--- src/design/tlpc_pkg.sv ---
package tlpc_pkg;

    // Stream payload widths
    localparam int IN_TDATA_W  = 40;
    localparam int OUT_TDATA_W = 32;

    // Field widths
    localparam int COORD_W = 16;
    localparam int NUM_W   = 6;
    localparam int LEN_W   = 24;
    localparam int STAT_W  = 2;

    // Square root datapath: 34-bit radicand, 17 root bits, one per cycle
    localparam int RAD_W  = 34;
    localparam int ROOT_W = 17;
    localparam int REM_W  = 20;
    localparam int CNT_W  = 5;

    // Number of city flags in the visited map
    localparam int MAP_DEPTH = 64;

    localparam logic [LEN_W-1:0] LEN_MAX = '1;

    // Tour status codes
    localparam logic [STAT_W-1:0] ST_VALID    = 2'd0;
    localparam logic [STAT_W-1:0] ST_HOME_BAD = 2'd1;
    localparam logic [STAT_W-1:0] ST_PERM_BAD = 2'd2;

    // Result of the shared square root unit
    typedef struct packed {
        logic              done;
        logic [ROOT_W-1:0] root;
    } sqrt_res_t;

    // Sequencer states
    typedef enum logic [4:0] {
        S_IDLE = 5'b00001,
        S_SQX  = 5'b00010,
        S_SQY  = 5'b00100,
        S_ROOT = 5'b01000,
        S_DONE = 5'b10000
    } tlpc_state_t;

endpackage

--- src/design/tour_length_and_permutation_check_top.sv ---
// Closed tour length and permutation check.
// Input stream: one city per request, in visiting order. s_axis_tdata carries
// x and y (signed Q1.14) and the city number; s_axis_tlast marks the last city.
// Output stream: one request per tour, sent after the last city: the closed
// tour length (unsigned Q10.14, saturating) and a status (valid, first city
// not zero, or missing/repeated/out-of-range city).
// Each leg is floor(sqrt(dx^2 + dy^2)), computed by one shared squarer and a
// bit-serial square root unit producing one root bit per cycle (17 bits).
// Steps: the first city of a tour is only accepted; a later city is accepted,
// then the x and y differences are squared in turn, the square root is taken
// bit by bit and the leg is accumulated. The last city also adds the closing
// leg and then posts the result; a single-city tour goes straight to posting.
// s_axis_tready is low while a city is in progress.
// The result sits in an output register; a stalled receiver stalls the block
// only when a further tour ends before the previous result has been taken.
// Reset clears the visited map, counters and running length; the same
// clearing happens as each result is posted.
module tour_length_and_permutation_check_top #(
    parameter int MAX_CITIES = 64
) (
    input  logic                                  clk,
    input  logic                                  rst_n,
    input  logic                                  s_axis_tvalid,
    output logic                                  s_axis_tready,
    // [15:0] coord_x, [31:16] coord_y, [37:32] city_number, [39:38] zero
    input  logic [tlpc_pkg::IN_TDATA_W-1:0]       s_axis_tdata,
    input  logic                                  s_axis_tlast,
    output logic                                  m_axis_tvalid,
    input  logic                                  m_axis_tready,
    // [23:0] tour_length, [25:24] tour_status, [31:26] zero
    output logic [tlpc_pkg::OUT_TDATA_W-1:0]      m_axis_tdata
);
    import tlpc_pkg::*;

    localparam int CW = $clog2(MAX_CITIES + 2);
    localparam int XW = (CW > 7) ? CW : 7;

    tlpc_state_t state_reg, state_next;

    logic signed [COORD_W-1:0] cur_x_reg, cur_y_reg;
    logic signed [COORD_W-1:0] oth_x_reg, oth_y_reg;
    logic signed [COORD_W-1:0] first_x_reg, first_y_reg;
    logic signed [COORD_W-1:0] prev_x_reg, prev_y_reg;
    logic [2*COORD_W:0]        sqx_reg;

    logic                 last_reg;
    logic                 closing_reg;
    logic                 home_bad_reg;
    logic                 repeat_reg;
    logic [NUM_W-1:0]     max_num_reg;
    logic [MAP_DEPTH-1:0] visited_reg;
    logic [CW-1:0]        count_reg;
    logic [LEN_W-1:0]     length_reg;

    logic                 out_valid_reg;
    logic [LEN_W-1:0]     out_len_reg;
    logic [STAT_W-1:0]    out_status_reg;

    logic signed [COORD_W-1:0] in_x, in_y;
    logic [NUM_W-1:0]          in_num;
    logic                      accept;
    logic                      out_load;

    logic signed [COORD_W-1:0] sq_a, sq_b;
    logic signed [COORD_W:0]   diff;
    logic signed [2*COORD_W+1:0] sq;
    logic [RAD_W-1:0]          radicand;
    logic                      sqrt_start;
    sqrt_res_t                 sqrt_res;

    logic [LEN_W:0]            len_sum;
    logic [LEN_W-1:0]          len_sat;
    logic [STAT_W-1:0]         status;

    // Input fields
    assign in_x   = $signed(s_axis_tdata[15:0]);
    assign in_y   = $signed(s_axis_tdata[31:16]);
    assign in_num = s_axis_tdata[37:32];

    assign s_axis_tready = (state_reg == S_IDLE);
    assign accept        = s_axis_tvalid && s_axis_tready;
    assign out_load      = (state_reg == S_DONE) && (!out_valid_reg || m_axis_tready);

    // Shared squarer: x difference in S_SQX, y difference in S_SQY
    assign sq_a = (state_reg == S_SQY) ? cur_y_reg : cur_x_reg;
    assign sq_b = (state_reg == S_SQY) ? oth_y_reg : oth_x_reg;
    assign diff = $signed({sq_a[COORD_W-1], sq_a}) - $signed({sq_b[COORD_W-1], sq_b});
    assign sq   = diff * diff;

    assign radicand   = RAD_W'(sqx_reg) + RAD_W'(sq[2*COORD_W:0]);
    assign sqrt_start = (state_reg == S_SQY);

    tlpc_isqrt u_isqrt (
        .clk      (clk),
        .rst_n    (rst_n),
        .start    (sqrt_start),
        .radicand (radicand),
        .res      (sqrt_res)
    );

    // Saturating accumulate of the leg length
    assign len_sum = {1'b0, length_reg} + (LEN_W+1)'(sqrt_res.root);
    assign len_sat = len_sum[LEN_W] ? LEN_MAX : len_sum[LEN_W-1:0];

    // Final status; with no repeats, all of 0..n-1 are present iff max < n
    always_comb
    begin
        if (home_bad_reg)
            status = ST_HOME_BAD;
        else if (repeat_reg || (count_reg > CW'(MAX_CITIES)) ||
                 (XW'(count_reg) > XW'(MAP_DEPTH)))
            status = ST_PERM_BAD;
        else if (XW'(max_num_reg) >= XW'(count_reg))
            status = ST_PERM_BAD;
        else
            status = ST_VALID;
    end

    // Sequencer
    always_comb
    begin
        state_next = state_reg;
        case (state_reg)
            S_IDLE:
            begin
                if (accept)
                begin
                    if (count_reg != '0)
                        state_next = S_SQX;
                    else if (s_axis_tlast)
                        state_next = S_DONE;
                end
            end
            S_SQX:  state_next = S_SQY;
            S_SQY:  state_next = S_ROOT;
            S_ROOT:
            begin
                if (sqrt_res.done)
                begin
                    if (last_reg && !closing_reg)
                        state_next = S_SQX;
                    else if (last_reg)
                        state_next = S_DONE;
                    else
                        state_next = S_IDLE;
                end
            end
            S_DONE:
            begin
                if (out_load)
                    state_next = S_IDLE;
            end
            default: state_next = S_IDLE;
        endcase
    end

    // Control and tour state
    always_ff @(posedge clk or negedge rst_n)
    begin
        if (!rst_n)
        begin
            state_reg     <= S_IDLE;
            last_reg      <= 1'b0;
            closing_reg   <= 1'b0;
            home_bad_reg  <= 1'b0;
            repeat_reg    <= 1'b0;
            max_num_reg   <= '0;
            visited_reg   <= '0;
            count_reg     <= '0;
            length_reg    <= '0;
            out_valid_reg <= 1'b0;
        end
        else
        begin
            state_reg <= state_next;

            if (accept)
            begin
                last_reg    <= s_axis_tlast;
                closing_reg <= (count_reg == '0);
                if (count_reg == '0)
                    home_bad_reg <= (in_num != '0);
                if (visited_reg[in_num])
                    repeat_reg <= 1'b1;
                visited_reg[in_num] <= 1'b1;
                if (in_num > max_num_reg)
                    max_num_reg <= in_num;
                if (count_reg <= CW'(MAX_CITIES))
                    count_reg <= count_reg + 1'b1;
            end

            if ((state_reg == S_ROOT) && sqrt_res.done)
            begin
                length_reg <= len_sat;
                if (last_reg)
                    closing_reg <= 1'b1;
            end

            // Post the result and return to the reset state
            if (out_load)
            begin
                last_reg     <= 1'b0;
                closing_reg  <= 1'b0;
                home_bad_reg <= 1'b0;
                repeat_reg   <= 1'b0;
                max_num_reg  <= '0;
                visited_reg  <= '0;
                count_reg    <= '0;
                length_reg   <= '0;
            end

            if (out_load)
                out_valid_reg <= 1'b1;
            else if (m_axis_tready)
                out_valid_reg <= 1'b0;
        end
    end

    // Coordinates and datapath registers
    always_ff @(posedge clk)
    begin
        if (accept)
        begin
            cur_x_reg  <= in_x;
            cur_y_reg  <= in_y;
            prev_x_reg <= in_x;
            prev_y_reg <= in_y;
            oth_x_reg  <= prev_x_reg;
            oth_y_reg  <= prev_y_reg;
            if (count_reg == '0)
            begin
                first_x_reg <= in_x;
                first_y_reg <= in_y;
            end
        end
        // Second leg of the last city goes back to the first city
        if ((state_reg == S_ROOT) && sqrt_res.done && last_reg && !closing_reg)
        begin
            oth_x_reg <= first_x_reg;
            oth_y_reg <= first_y_reg;
        end
        if (state_reg == S_SQX)
            sqx_reg <= sq[2*COORD_W:0];
        if (out_load)
        begin
            out_len_reg    <= length_reg;
            out_status_reg <= status;
        end
    end

    assign m_axis_tvalid = out_valid_reg;
    assign m_axis_tdata  = OUT_TDATA_W'({out_status_reg, out_len_reg});

`ifndef SYNTHESIS
    a_root_only_in_root: assert property (@(posedge clk) disable iff (!rst_n)
        sqrt_res.done |-> (state_reg == S_ROOT))
        else $error("square root finished outside root state");

    a_done_needs_last: assert property (@(posedge clk) disable iff (!rst_n)
        (state_reg == S_DONE) |-> last_reg)
        else $error("result posted without a last city");

    a_clear_after_post: assert property (@(posedge clk) disable iff (!rst_n)
        out_load |=> ((visited_reg == '0) && (count_reg == '0) && (length_reg == '0)))
        else $error("tour state not cleared after result");

    a_count_bound: assert property (@(posedge clk) disable iff (!rst_n)
        count_reg <= CW'(MAX_CITIES + 1))
        else $error("city count beyond saturation");

    a_status_code: assert property (@(posedge clk) disable iff (!rst_n)
        m_axis_tvalid |-> (out_status_reg != 2'd3))
        else $error("undefined tour status");
`endif

endmodule

--- src/design/tlpc_isqrt.sv ---
module tlpc_isqrt (
    input  logic                       clk,
    input  logic                       rst_n,
    input  logic                       start,
    input  logic [tlpc_pkg::RAD_W-1:0] radicand,
    output tlpc_pkg::sqrt_res_t        res
);
    import tlpc_pkg::*;

    logic             busy_reg;
    logic             done_reg;
    logic [CNT_W-1:0] cnt_reg;
    logic [RAD_W-1:0] rad_reg;
    logic [REM_W-1:0] rem_reg;
    logic [ROOT_W-1:0] root_reg;

    logic [REM_W-1:0] rem_sh;
    logic [REM_W-1:0] trial;
    logic             fits;

    // One root digit: bring down two radicand bits, try root*4+1
    assign rem_sh = {rem_reg[REM_W-3:0], rad_reg[RAD_W-1 -: 2]};
    assign trial  = REM_W'({root_reg, 2'b01});
    assign fits   = (rem_sh >= trial);

    // Control
    always_ff @(posedge clk or negedge rst_n)
    begin
        if (!rst_n)
        begin
            busy_reg <= 1'b0;
            done_reg <= 1'b0;
            cnt_reg  <= '0;
        end
        else
        begin
            done_reg <= 1'b0;
            if (start)
            begin
                busy_reg <= 1'b1;
                cnt_reg  <= CNT_W'(ROOT_W);
            end
            else if (busy_reg)
            begin
                cnt_reg <= cnt_reg - 1'b1;
                if (cnt_reg == CNT_W'(1))
                begin
                    busy_reg <= 1'b0;
                    done_reg <= 1'b1;
                end
            end
        end
    end

    // Datapath
    always_ff @(posedge clk)
    begin
        if (start)
        begin
            rad_reg  <= radicand;
            rem_reg  <= '0;
            root_reg <= '0;
        end
        else if (busy_reg)
        begin
            rad_reg <= {rad_reg[RAD_W-3:0], 2'b00};
            if (fits)
            begin
                rem_reg  <= rem_sh - trial;
                root_reg <= {root_reg[ROOT_W-2:0], 1'b1};
            end
            else
            begin
                rem_reg  <= rem_sh;
                root_reg <= {root_reg[ROOT_W-2:0], 1'b0};
            end
        end
    end

    assign res.done = done_reg;
    assign res.root = root_reg;

endmodule
--- config.mk ---
export PLATFORM = sky130hd
export DESIGN_NAME = tour_length_and_permutation_check_top
export DESIGN_NICKNAME = d
export VERILOG_FILES = /design/src/design/tlpc_pkg.sv /design/src/design/tour_length_and_permutation_check_top.sv /design/src/design/tlpc_isqrt.sv
export SDC_FILE = /design/constraint.sdc
export NUM_CORES = 1
export LEC_CHECK = 0
export ABC_CLOCK_PERIOD_IN_PS = 24100
export BUFFER_PORTS_ARGS = -buffer_cell sky130_fd_sc_hd__buf_2
export CAP_MARGIN = 10
export CORE_UTILIZATION = 40
export CTS_BUF_LIST = sky130_fd_sc_hd__clkbuf_4 sky130_fd_sc_hd__clkbuf_8
export CTS_CLUSTER_SIZE = 16
export DETAILED_ROUTE_END_ITERATION = 10
export GPL_ROUTABILITY_DRIVEN = 0
export PLACE_DENSITY_LB_ADDON = 0.25
export SETUP_SLACK_MARGIN = 0.1
export SYNTH_ARGS = -nofsm -noshare
export SYNTH_HDL_FRONTEND = slang
export SYNTH_SLANG_ARGS = --single-unit
export TNS_END_PERCENT = 5
--- constraint.sdc ---
create_clock -name clk -period 24.1 [get_ports clk]
set_input_delay 1.205 -clock clk [delete_from_list [all_inputs] [get_ports clk]]
set_output_delay 1.205 -clock clk [all_outputs]
set_load 0.02 [all_outputs]
# Yosys cells after proc, flatten, opt, wreduce, memory -nomap -nowiden
# Index checks and enable logic that the tools add are counted.
[totals]
ff_bits = 342
latch_bits = 0
ram_bits = 0
romBits = 0
input_bits = 45
word_cells = 137
memories = 0
[classes]
add_sub_neg = 6
n_mul = 1
div_mod_pow = 0
n_lt_le_gt_ge = 7
n_eq_ne = 10
shift = 0
n_mux = 57
bitwise_logic = 1
n_reduce_logical = 30
[ops]
columns = ["operator", "n"]
rows = [
  ["64-bit two-way mux", 2],
  ["16-bit two-way mux", 6],
  ["24-bit two-way mux", 3],
  ["34-bit two-way mux", 2],
  ["64-bit bitwise OR", 1],
  ["5-bit two-way mux", 9],
  ["33-bit by 33-bit adder with 34-bit output", 1],
  ["17-bit by 17-bit multiplier with 33-bit output", 1],
  ["24-bit by 17-bit adder with 25-bit output", 1],
  ["5-bit case mux with 5 select lines", 1],
  ["1-bit two-way mux", 23],
  ["7-bit two-way mux", 3],
  ["20-bit by 19-bit greater-or-equal comparator with 1-bit output", 1],
  ["18-bit two-way mux", 1],
  ["6-bit two-way mux", 3],
  ["2-bit nonzero test", 9],
  ["18-bit subtractor", 1],
  ["16-bit by 16-bit subtractor with 17-bit output", 1],
  ["5-bit by 1-bit == test with 1-bit output, second input constant", 2],
  ["2-bit AND reduction", 5],
  ["7-bit by 1-bit adder with 7-bit output, second input constant", 1],
  ["6-bit by 7-bit greater-or-equal comparator with 1-bit output", 1],
  ["7-bit greater-than comparator, second input constant", 1],
  ["7-bit less-or-equal comparator, second input constant", 1],
  ["other kinds (21)", 32],
]

# Logic depth before layout (Yosys ltp)
# Gate-level depths: netlist of run 1.
[depth]
ltp_word = 7
mapped_depth = 48

# By module
# From an unflattened synthesis of run 1, not the netlist that was laid out.
[unflattened]
hier_cells = 2596
hier_area_um2 = 27097.2
[modules_own_cells]
columns = ["module", "n_inst", "cells_per_inst", "area_per_inst_um2", "seq_area_each_um2"]
rows = [
  ["tour_length_and_permutation_check_top", 1, 2211, 22929.5, 7403.4],
  ["tlpc_isqrt", 1, 385, 4167.7, 1896.8],
]

# Worst setup path after synthesis of run 1
# Ideal clock, no wire load.
[synth_path]
kind = "reg-to-reg"
from = "register state_reg[1]"
to = "register u_isqrt.rad_reg[32], data pin"
setup_ns = 0.262
t_arrival_ns = 10.184
required_ns = 23.838
path_slack_ns = 13.654
path_stages_with_launch = 44
period_less_slack_ns = 10.446
cell_sequence = "dfrtp_1 > nor2_1 > and3_1 > clkbuf_1 > clkbuf_1 > mux2i_1 > ha_1 > nor2b_1 > o21ai_0 > a21oi_1 > o21bai_1 > a21oi_1 > o221a_2 > o21ai_1 > xnor2_1 > clkbuf_1 > nand2_1 > fa_1 > [8 not listed] > ha_1 > o21a_1 > o31ai_2 > a31oi_1 > o21a_1 > o21a_1 > nor2_1 > xnor2_1 > ha_1 > o21ai_0 > o21bai_1 > a2111oi_2 > o311ai_0 > a21oi_1 > o21ai_1 > a41oi_1 > mux2i_1 > nand3_1"
[synth_via]
elab_chain_cells = 6
[synth_rtl]
columns = ["element", "line_no", "rtl"]
rows = [
  ["start: declaration", "tour_length_and_permutation_check_top.sv:38", "tlpc_state_t state_reg, state_next;"],
  ["start signal: assignment", "tour_length_and_permutation_check_top.sv:175", "state_reg <= state_next;"],
  ["5-bit by 3-bit == test with 1-bit output *", "tour_length_and_permutation_check_top.sv:85, tour_length_and_permutation_check_top.sv:86", ""],
  ["16-bit two-way mux (on tied branches)", "tour_length_and_permutation_check_top.sv:85, tour_length_and_permutation_check_top.sv:86", ""],
  ["16-bit by 16-bit subtractor with 17-bit output *", "tour_length_and_permutation_check_top.sv:87", "assign diff = $signed({sq_a[COORD_W-1], sq_a}) - $signed({sq_b[COORD_W-1], sq_b});"],
  ["17-bit by 17-bit multiplier with 33-bit output *", "tour_length_and_permutation_check_top.sv:88", "assign sq = diff * diff;"],
  ["net sq[19]", "tour_length_and_permutation_check_top.sv:66", "logic signed [2*COORD_W+1:0] sq;"],
  ["33-bit by 33-bit adder with 34-bit output *", "tour_length_and_permutation_check_top.sv:90", "assign radicand = RAD_W'(sqx_reg) + RAD_W'(sq[2*COORD_W:0]);"],
  ["34-bit two-way mux *", "tlpc_isqrt.sv:58", "if (start)"],
  ["end signal: assignment", "tlpc_isqrt.sv:60", "rad_reg <= radicand;"],
  ["end signal: assignment", "tlpc_isqrt.sv:66", "rad_reg <= {rad_reg[RAD_W-3:0], 2'b00};"],
  ["end: declaration", "tlpc_isqrt.sv:13", "logic [RAD_W-1:0] rad_reg;"],
]
# Mark *: on every way through the listed nets, which the timed path passes. The rest lies on a longest branch.
# A chain may end at the register's enable or synchronous reset.

# Worst setup path in the final report of run 1
# Ends and elaborated chain as after synthesis.

==> results of run 1 <==
[per-layer routing]
| metal | part of all wire, % | track usage, % |
|---|---|---|
| met2 | 49 | 30.7 |
| met5 | 0 | 0 |
| met1 | 44 | 23.6 |
| met3 | 4.5 | 2.81 |
| met4 | 2.6 | 5.54 |
[through the flow]
step / util [%] / setup WS, ps / cells / hold slack [ps] / cell area [um2]
2_1_floorplan: - / 13650 / 2642 / 448 / 27000
5_1_grt: 44.6 / 10580 / 3614 / 508 / 29500
4_1_cts: 44.6 / 11470 / 3614 / 482 / 29500
6_report: 44.6 / 11550 / 3614 / 488 / 29500
3_3_place_gp: 42.7 / 11740 / 3510 / 471 / 28300
3_5_place_dp: 42.7 / 11490 / 3510 / 476 / 28300
[worst max-delay path: cells and delay by family (launching register included)]
family | cells | cell delay, ps
xor+xnor | 2 | 390
mux | 1 | 230
simple gates | 8 | 1810
flops | 1 | 410
fa+ha+maj | 10 | 4130
buf+inv | 8 | 1560
compound gates | 17 | 3710
[cell type report]
cell class | count | area (um2)
Fill cell | 6264 | 36700
Clock inverter | 16 | 181
Sequential cell | 341 | 9300
Multi-Input combinational cell | 1817 | 15800
Inverter | 390 | 1470
Clock buffer | 88 | 1070
Timing Repair Buffer | 98 | 563
Tap cell | 864 | 1080
[worst min-delay path by stage]
stage | start | endpoint | slack (ps)
floorplan | home_bad_reg | out_status_reg[0] | 450
global placement | visited_reg[22] | visited_reg[22] | 470
detailed placement | length_reg[9] | out_len_reg[9] | 480
CTS | u_isqrt.rad_reg[23] | u_isqrt.rad_reg[25] | 480
global route | length_reg[9] | out_len_reg[9] | 510
finish | length_reg[9] | out_len_reg[9] | 490
[logic make-up (layout without fill, tap and decap cells)]
| kind of cell | after synthesis | after routing | share of synthesized area [%] |
|---|---|---|---|
| flops | 341 | 341 | 34.5 |
| other cells | 1 | 6 | 0.0139 |
| simple gates | 670 | 670 | 11.1 |
| xor+xnor | 110 | 110 | 3.57 |
| mux | 108 | 108 | 4.43 |
| compound gates | 477 | 477 | 11.3 |
| buf+inv | 484 | 592 | 6.90 |
| fa+ha+maj | 446 | 446 | 28.1 |
[placed cells by master (no fill, tap or decap), types with 36 or more instances in the layout]
cell type / Yosys / routed
sky130_fd_sc_hd__a21oi_1: 177 / 176
sky130_fd_sc_hd__mux2_2: 36 / 36
sky130_fd_sc_hd__nand2_1: 236 / 236
sky130_fd_sc_hd__ha_1: 180 / 180
sky130_fd_sc_hd__inv_1: 382 / 382
sky130_fd_sc_hd__nor2_1: 250 / 250
sky130_fd_sc_hd__buf_2: 5 / 69
sky130_fd_sc_hd__dfrtp_1: 117 / 116
sky130_fd_sc_hd__clkbuf_8: 0 / 65
sky130_fd_sc_hd__edfxtp_1: 188 / 188
sky130_fd_sc_hd__o21ai_0: 93 / 93
sky130_fd_sc_hd__fa_1: 266 / 266
sky130_fd_sc_hd__mux2i_1: 66 / 66
sky130_fd_sc_hd__xnor2_1: 78 / 77
[cells in the mapped netlist (7+ instances only)]
master	n
sky130_fd_sc_hd__a211oi_1	11
sky130_fd_sc_hd__a21o_1	33
sky130_fd_sc_hd__a21oi_1	177
sky130_fd_sc_hd__a311oi_1	7
sky130_fd_sc_hd__a31oi_1	33
sky130_fd_sc_hd__and2_1	25
sky130_fd_sc_hd__and3_1	20
sky130_fd_sc_hd__buf_1	13
sky130_fd_sc_hd__buf_4	8
sky130_fd_sc_hd__clkbuf_1	67
sky130_fd_sc_hd__dfrtp_1	117
sky130_fd_sc_hd__dfxtp_1	35
sky130_fd_sc_hd__edfxtp_1	188
sky130_fd_sc_hd__fa_1	266
sky130_fd_sc_hd__ha_1	180
sky130_fd_sc_hd__inv_1	382
sky130_fd_sc_hd__mux2_2	36
sky130_fd_sc_hd__mux2i_1	66
sky130_fd_sc_hd__nand2_1	236
sky130_fd_sc_hd__nand2b_1	17
sky130_fd_sc_hd__nand3_1	17
sky130_fd_sc_hd__nand4_1	12
sky130_fd_sc_hd__nor2_1	250
sky130_fd_sc_hd__nor2b_1	24
sky130_fd_sc_hd__nor3_1	30
sky130_fd_sc_hd__nor3b_1	7
sky130_fd_sc_hd__o21a_1	17
sky130_fd_sc_hd__o21ai_0	93
sky130_fd_sc_hd__o21bai_1	11
sky130_fd_sc_hd__or3_1	7
sky130_fd_sc_hd__xnor2_1	78
sky130_fd_sc_hd__xor2_1	32
==> run_results.csv, run 1 <==
group,metric,value,unit
status,run_status,"finished clean",
critical_path,critical_path.reg2reg.endpoint,"u_isqrt.rad_reg[32]",
logic_synthesis,syn_area,27000,um2
sta,report.final.slew_viol_count,0,
global_route,antenna_found_initial,0,
clock_network,clockBufferDepth,3,
critical_path,worst-r2r-cell-count,46,
sta,final_period_minus_worst_setup_slack,12550,ps
floorplanning,initial_utilization,40.7,%
final_layout,layout-drive-gt1-share,10.2,%
critical_path,worstReg2RegStart,"state_reg[1]",
floorplanning,top_level_ports,79,
sta,final-hold-violation-count,0,
logic_synthesis,synth-edff-count,188,
logic_synthesis,ys_ff_latch,341,
sta,max_slew.worst_pin.slew,1140,ps
critical_path,critical_path_arrival,12970,ps
placement,detailed_place_hpwl,43900,um
clock_network,ctsHoldBuffers,0,
floorplanning,rows,94,
logic_synthesis,yosysWarnings,0,
logic_synthesis,synthArstFlopShare,34.6,%
critical_path,worstSetupStartpoint,"state_reg[1]",
critical_path,reg2reg_setup_slack,11550,ps
clock_network,clk_root_buffer_cell,"sky130_fd_sc_hd__clkbuf_8",
floorplanning,die_w,262,um
sta,post-route-period-util,52.1,%
job,drv_cap,0,
logic_synthesis,yosysTopAreaCell,"sky130_fd_sc_hd__edfxtp_1",
critical_path,worst-setup-path-type,"flip-flop to flip-flop",
route,detail_route.drc_violations,0,
clock_network,cts_sinks,341,
final_layout,diodes,0,
global_route,grt_pass1_wl,99500,um
sta,worst_slew_margin_rel,24.0,%
global_route,grt_overflow,0,
sta,tns,0,ps
critical_path,cp-endpoint,"u_isqrt.rad_reg[32]",
clock_network,clkSlewWorstSetupHoldPaths,60,ps
logic_synthesis,post_synth.cell_area_avg,10.2,um2
clock_network,cts_max_level,2,
sta,fmax_achieved,79.7,MHz
sta,rsz0062_at_grt,"no",
placement,io_buffer_count,70,
route,routed_wirelength,59900,um
global_route,grt_start_max_net_pins,87,
sta,setup_viol,0,
worst_hold_path,hold_path.class,"flip-flop to flip-flop",
route,drt-initial-drc-count,991,
critical_path,setup.worst_path.end_class,"flip-flop",
global_route,track_usage,18.1,%
clock_network,cts_setup_buffers,0,
logic_synthesis,synthDominantCellAreaShare,20.9,%
floorplanning,fp.dieH,262,um
clock_network,cts_resized,0,
sta,worst_clock_skew,48.3,ps
critical_path,cpPeakStageDelay,670,ps
route,detail-route-antenna-nets,0,
clock_network,tritoncts,"yes",
logic_synthesis,synth.distinct_cells,94,
route,vias,18615,
final_layout,nets,3197,
route,routedWlPerCell,16.6,um
critical_path,worst-endpoint-required,24520,ps
final_layout,syn_to_final_growth,9.47,%
logic_synthesis,synth_top_cells_by_area,"sky130_fd_sc_hd__edfxtp_1, sky130_fd_sc_hd__fa_1, sky130_fd_sc_hd__dfrtp_1",
logic_synthesis,synth_sequential_area_ratio,34.5,%
logic_synthesis,synth_flop_cell,"sky130_fd_sc_hd__edfxtp_1",
floorplanning,design.die.area,68400,um2
worst_hold_path,worstHoldPathCells,0,
floorplanning,core_area,66200,um2
final_layout,largest_register_ff_count,64,
route,vias_per_cell,5.15,
critical_path,critical-path-top-cell-by-count,"sky130_fd_sc_hd__fa_1",
clock_network,worstSkewPairLatency,680,ps
global_route,first_global_vias,19682,
logic_synthesis,postSynthCellCount,2637,
clock_network,numCtsBuffers,58,
critical_path,crit_fanout,29,
critical_path,critical-path-slowest-cell,"sky130_fd_sc_hd__and3_2",
route,detail_route.first_pass.iterations,5,
critical_path,critical_path.startpoint_type,"flip-flop",
Power of run 1 is not shown: default switching activity piles up to over one toggle a cycle in this logic, so the estimate is an artifact.
==> run 2, diff against run 1 <==
- ABC_CLOCK_PERIOD_IN_PS: 24100 -> 11370
- clock period: 24.1 -> 11.37 ns (I/O delays scaled with it)
==> run_results.csv, run 2 (synthesis results as in run 1) <==
group,metric,value,unit
sta,post-route-period-util,94.5,%
route,drt-initial-drc-count,1011,
clock_network,clkSlewWorstSetupHoldPaths,70,ps
route,routedWlPerCell,16.4,um
critical_path,critical-path-top-cell-by-count,"sky130_fd_sc_hd__fa_1",
critical_path,crit_fanout,12,
floorplanning,initial_utilization,40.7,%
final_layout,syn_to_final_growth,10.2,%
route,met1_length,26800,um
route,detail_route.first_pass.iterations,5,
clock_network,clk_root_buffer_cell,"sky130_fd_sc_hd__clkbuf_8",
route,highest-signal-layer,"met4",
placement,detailed_place_hpwl,44400,um
final_layout,diodes,0,
final_layout,layout-drive-gt1-share,10.8,%
route,vias,18750,
floorplanning,die_w,262,um
critical_path,worst-endpoint-required,11780,ps
critical_path,setup.worst_path.end_class,"flip-flop",
final_layout,nets,3212,
sta,tns,0,ps
global_route,antenna_found_initial,0,
sta,final-hold-violation-count,0,
floorplanning,top_level_ports,79,
global_route,grt_overflow,0,
global_route,grt_pass1_wl,99300,um
floorplanning,core_area,66200,um2
critical_path,critical-path-slowest-cell,"sky130_fd_sc_hd__fa_1",
sta,worst_slew_margin_rel,23.7,%
floorplanning,fp.dieH,262,um
critical_path,worst-setup-path-type,"flip-flop to flip-flop",
sta,worst_clock_skew,28.9,ps
global_route,first_global_vias,19901,
sta,fmax_achieved,93.1,MHz
critical_path,critical_path_arrival,11160,ps
global_route,track_usage,17.8,%
sta,rsz0062_at_grt,"no",
worst_hold_path,hold_path.class,"primary input to flip-flop",
route,wl_met2,28800,um
clock_network,cts_max_level,2,
route,detail_route.drc_violations,0,
critical_path,cpPeakStageDelay,560,ps
global_route,grt_start_max_net_pins,87,
route,detail-route-antenna-nets,0,
job,drv_cap,0,
sta,setup_viol,0,
sta,final_period_minus_worst_setup_slack,10740,ps
critical_path,critical_path.startpoint_type,"flip-flop",
final_layout,largest_register_ff_count,64,
sta,report.final.slew_viol_count,0,
clock_network,cts_sinks,341,
sta,max_slew.worst_pin.slew,1140,ps
status,run_status,"finished clean",
final_layout,final_common_cell,"sky130_fd_sc_hd__inv_1",
clock_network,tritoncts,"yes",
clock_network,numCtsBuffers,59,
clock_network,clockBufferDepth,3,
placement,io_buffer_count,70,
floorplanning,design.die.area,68400,um2
route,met3WireLength,2610,um
route,routed_wirelength,59600,um
clock_network,worstSkewPairLatency,660,ps
route,vias_per_cell,5.16,
final_layout,commonest_cells_after_routing_fill_and_taps_aside,"sky130_fd_sc_hd__inv_1, sky130_fd_sc_hd__fa_1, sky130_fd_sc_hd__nor2_1",
floorplanning,rows,94,
==> run 2: cell type report <==
cell class,instances,area [um2]
fillers,6260,36500
multi-input cells,1817,15900
flip-flops and latches,341,9300
inverters,390,1470
clock buffers,94,1140
well taps,864,1080
repair buffers,112,678
clock inverters,15,155
==> run 2: worst paths after layout <==
path	startpoint	end	slack (ps)	cells after the start
setup / recovery	state_reg[3]	u_isqrt.rad_reg[32]	630	38
hold / removal	s_axis_tdata[23]	prev_y_reg[7]	110	1
setup reg to reg	state_reg[3]	u_isqrt.rad_reg[32]	630	38
hold reg to reg	length_reg[9]	out_len_reg[9]	490	0
max in group asynchronous	rst_n	u_isqrt.busy_reg	9480	3
min in group asynchronous	rst_n	visited_reg[12]	530	2
==> run 2: stage by stage <==
step | util [%] | worst slack (ps) | instances | hold slack, ps | cell area (um2)
floorplan | - | 924 | 2642 | 273 | 27000
global placement | 42.8 | 533 | 3521 | 472 | 28300
detailed placement | 42.8 | 201 | 3521 | 480 | 28300
CTS | 44.8 | 225 | 3631 | 64.1 | 29600
global route | 44.8 | 108 | 3633 | 71.6 | 29700
finish | 44.8 | 627 | 3633 | 110 | 29700
==> run 2: metal layers <==
metal	global-route usage, %	vias to the layer above
met4	5.47	0
li1	-	8974
met1	23.6	9244
met2	30.1	426
met3	2.72	106
met5	0	-
==> run 2: timing repair <==
action | in CTS | in global routing
hold buffers | 1 | 0
gates resized for setup | 0 | 10
endpoints found under the setup margin | 0 | 9
buffers inserted | 0 | 2
hold endpoints to repair | 59 | 0
==> run 2: worst max-delay path, delay by kind of cell, from the launching register on <==
| family | cells | cell delay, ps |
|---|---|---|
| buffers and inverters | 5 | 760 |
| muxes | 2 | 570 |
| and+or+nand+nor | 9 | 1900 |
| AOI/OAI and AO/OA | 13 | 2770 |
| adders and majority gates | 9 | 4040 |
| DFF | 1 | 420 |
Power of run 2 is left out for the same reason.
==> run 3, diff against run 2 <==
- PLACE_DENSITY_LB_ADDON: 0.25 -> unset
==> run_results.csv, run 3 (synthesis results as in run 1) <==
group,metric,value,unit
status,run_status,"finished clean",
floorplanning,die_w,262,um
placement,io_buffer_count,70,
global_route,antenna_found_initial,0,
route,drt-initial-drc-count,1066,
sta,rsz0062_at_grt,"no",
sta,worst_clock_skew,72.7,ps
route,routed_wirelength,58900,um
floorplanning,top_level_ports,79,
critical_path,critical-path-slowest-cell,"sky130_fd_sc_hd__dfstp_2",
final_layout,footprint_of_the_multi_input_gates,15900,um2
sta,post-route-period-util,93.0,%
global_route,grt_overflow,0,
final_layout,commonest_cells_after_routing_fill_and_taps_aside,"sky130_fd_sc_hd__inv_1, sky130_fd_sc_hd__fa_1, sky130_fd_sc_hd__nor2_1",
floorplanning,fp.dieH,262,um
critical_path,critical_path.startpoint_type,"flip-flop",
critical_path,crit_fanout,14,
clock_network,numCtsBuffers,57,
sta,fin_worst_hold_slack,92.4,ps
global_route,track_usage,17.8,%
clock_network,clk_root_buffer_cell,"sky130_fd_sc_hd__clkbuf_8",
worst_hold_path,hold_path.class,"primary input to flip-flop",
clock_network,cts_max_level,2,
route,vias_per_cell,5.18,
worst_hold_path,worstHoldPathCells,1,
final_layout,postLayoutCellArea,29500,um2
critical_path,worst-setup-path-type,"flip-flop to flip-flop",
critical_path,setup.worst_path.end_class,"flip-flop",
critical_path,worst-endpoint-required,11800,ps
route,detail_route.first_pass.iterations,5,
route,detail-route-antenna-nets,0,
final_layout,n_fill_cell,6310,
clock_network,worstSkewPairLatency,680,ps
route,routedWlPerCell,16.2,um
global_route,grt_start_max_net_pins,112,
critical_path,worst-r2r-cell-count,38,
final_layout,seq_area,9300,um2
sta,tns,0,ps
floorplanning,core_area,66200,um2
sta,max_slew.worst_pin.slew,1250,ps
route,vias,18800,
final_layout,nets,3211,
final_layout,layout-drive-gt1-share,10.6,%
floorplanning,initial_utilization,40.7,%
sta,setup_viol,0,
clock_network,clkSlewWorstSetupHoldPaths,60,ps
sta,final-hold-violation-count,0,
job,drv_cap,0,
critical_path,reg2reg_setup_slack,800,ps
sta,report.final.slew_viol_count,0,
final_layout,diodes,0,
clock_network,tritoncts,"yes",
critical_path,critical_path_arrival,11000,ps
sta,worst_slew_margin_rel,16.7,%
global_route,first_global_vias,20103,
final_layout,syn_to_final_growth,9.61,%
final_layout,largest_register_ff_count,64,
sta,fmax_achieved,94.6,MHz
placement,detailed_place_hpwl,44300,um
sta,final_period_minus_worst_setup_slack,10570,ps
final_layout,final_common_cell,"sky130_fd_sc_hd__inv_1",
clock_network,cts_sinks,341,
floorplanning,design.die.area,68400,um2
floorplanning,rows,94,
critical_path,critical-path-top-cell-by-count,"sky130_fd_sc_hd__fa_1",
critical_path,cpPeakStageDelay,580,ps
route,detail_route.drc_violations,0,
clock_network,clockBufferDepth,3,
placement,dpl_cell_area,28300,um2
global_route,grt_pass1_wl,99100,um
## run 3: changes by cell type in the layout (fill, tap and decap cells not counted), sizes merged
cell / before / now
clkinv: 18 / 24
buf: 111 / 112
clkinvlp: 0 / 1
inv: 384 / 386
bufinv: 3 / 0
clkbuf: 94 / 84
## run 3: path summary, 6_finish.rpt
check                                    start                  end
hold reg to reg            u_isqrt.rad_reg[25]  u_isqrt.rad_reg[27]
max in group asynchronous                rst_n     u_isqrt.busy_reg
min in group asynchronous                rst_n      visited_reg[35]
hold / removal                s_axis_tdata[31]       prev_y_reg[15]
setup reg to reg                  state_reg[0]  u_isqrt.rad_reg[32]
setup / recovery                  state_reg[0]  u_isqrt.rad_reg[32]
## run 3: routing by layer
layer  track usage (%)  vias to the layer above  routed length [um]
li1                  -                     8985                   -
met1              23.5                     9312               26600
met2              29.8                      413               28100
met3              2.95                       90                2830
met4              5.44                        0                1440
met5                 0                        -                   0
## run 3: area by class of cell
class	count	area share (%)
inverter	390	4.97
sequential	341	31.5
clock buffer	84	3.47
timing repair buffer	113	2.31
clock inverter	21	0.377
multi-input combinational	1817	53.7
tap	864	3.66
## run 3: timing repair
| item | 4_1_cts | 5_1_grt |
|---|---|---|
| hold buffers | 1 | 0 |
| setup buffers | 0 | 3 |
| hold endpoints to repair | 63 | 0 |
| gates resized for setup | 0 | 10 |
| endpoints found under the setup margin | 0 | 9 |
## run 3: worst max-delay path: cells and delay by family (launching register included)
kind            cells  cell delay [ps]
compound gates     16             3550
xor+xnor            1              180
fa+ha+maj           9             4010
buf+inv             3              590
flops               1              580
mux                 1              210
simple gates        8             1180
## run 3: stage by stage
step / setup slack (ps) / cells / utilization, %
finish: 798 / 3630 / 44.6
global route: 98.5 / 3630 / 44.6
CTS: 318 / 3627 / 44.5
detailed placement: 359 / 3521 / 42.8
global placement: 614 / 3521 / 42.8
floorplan: 924 / 2642 / -
Power of run 3 is left out for the same reason.
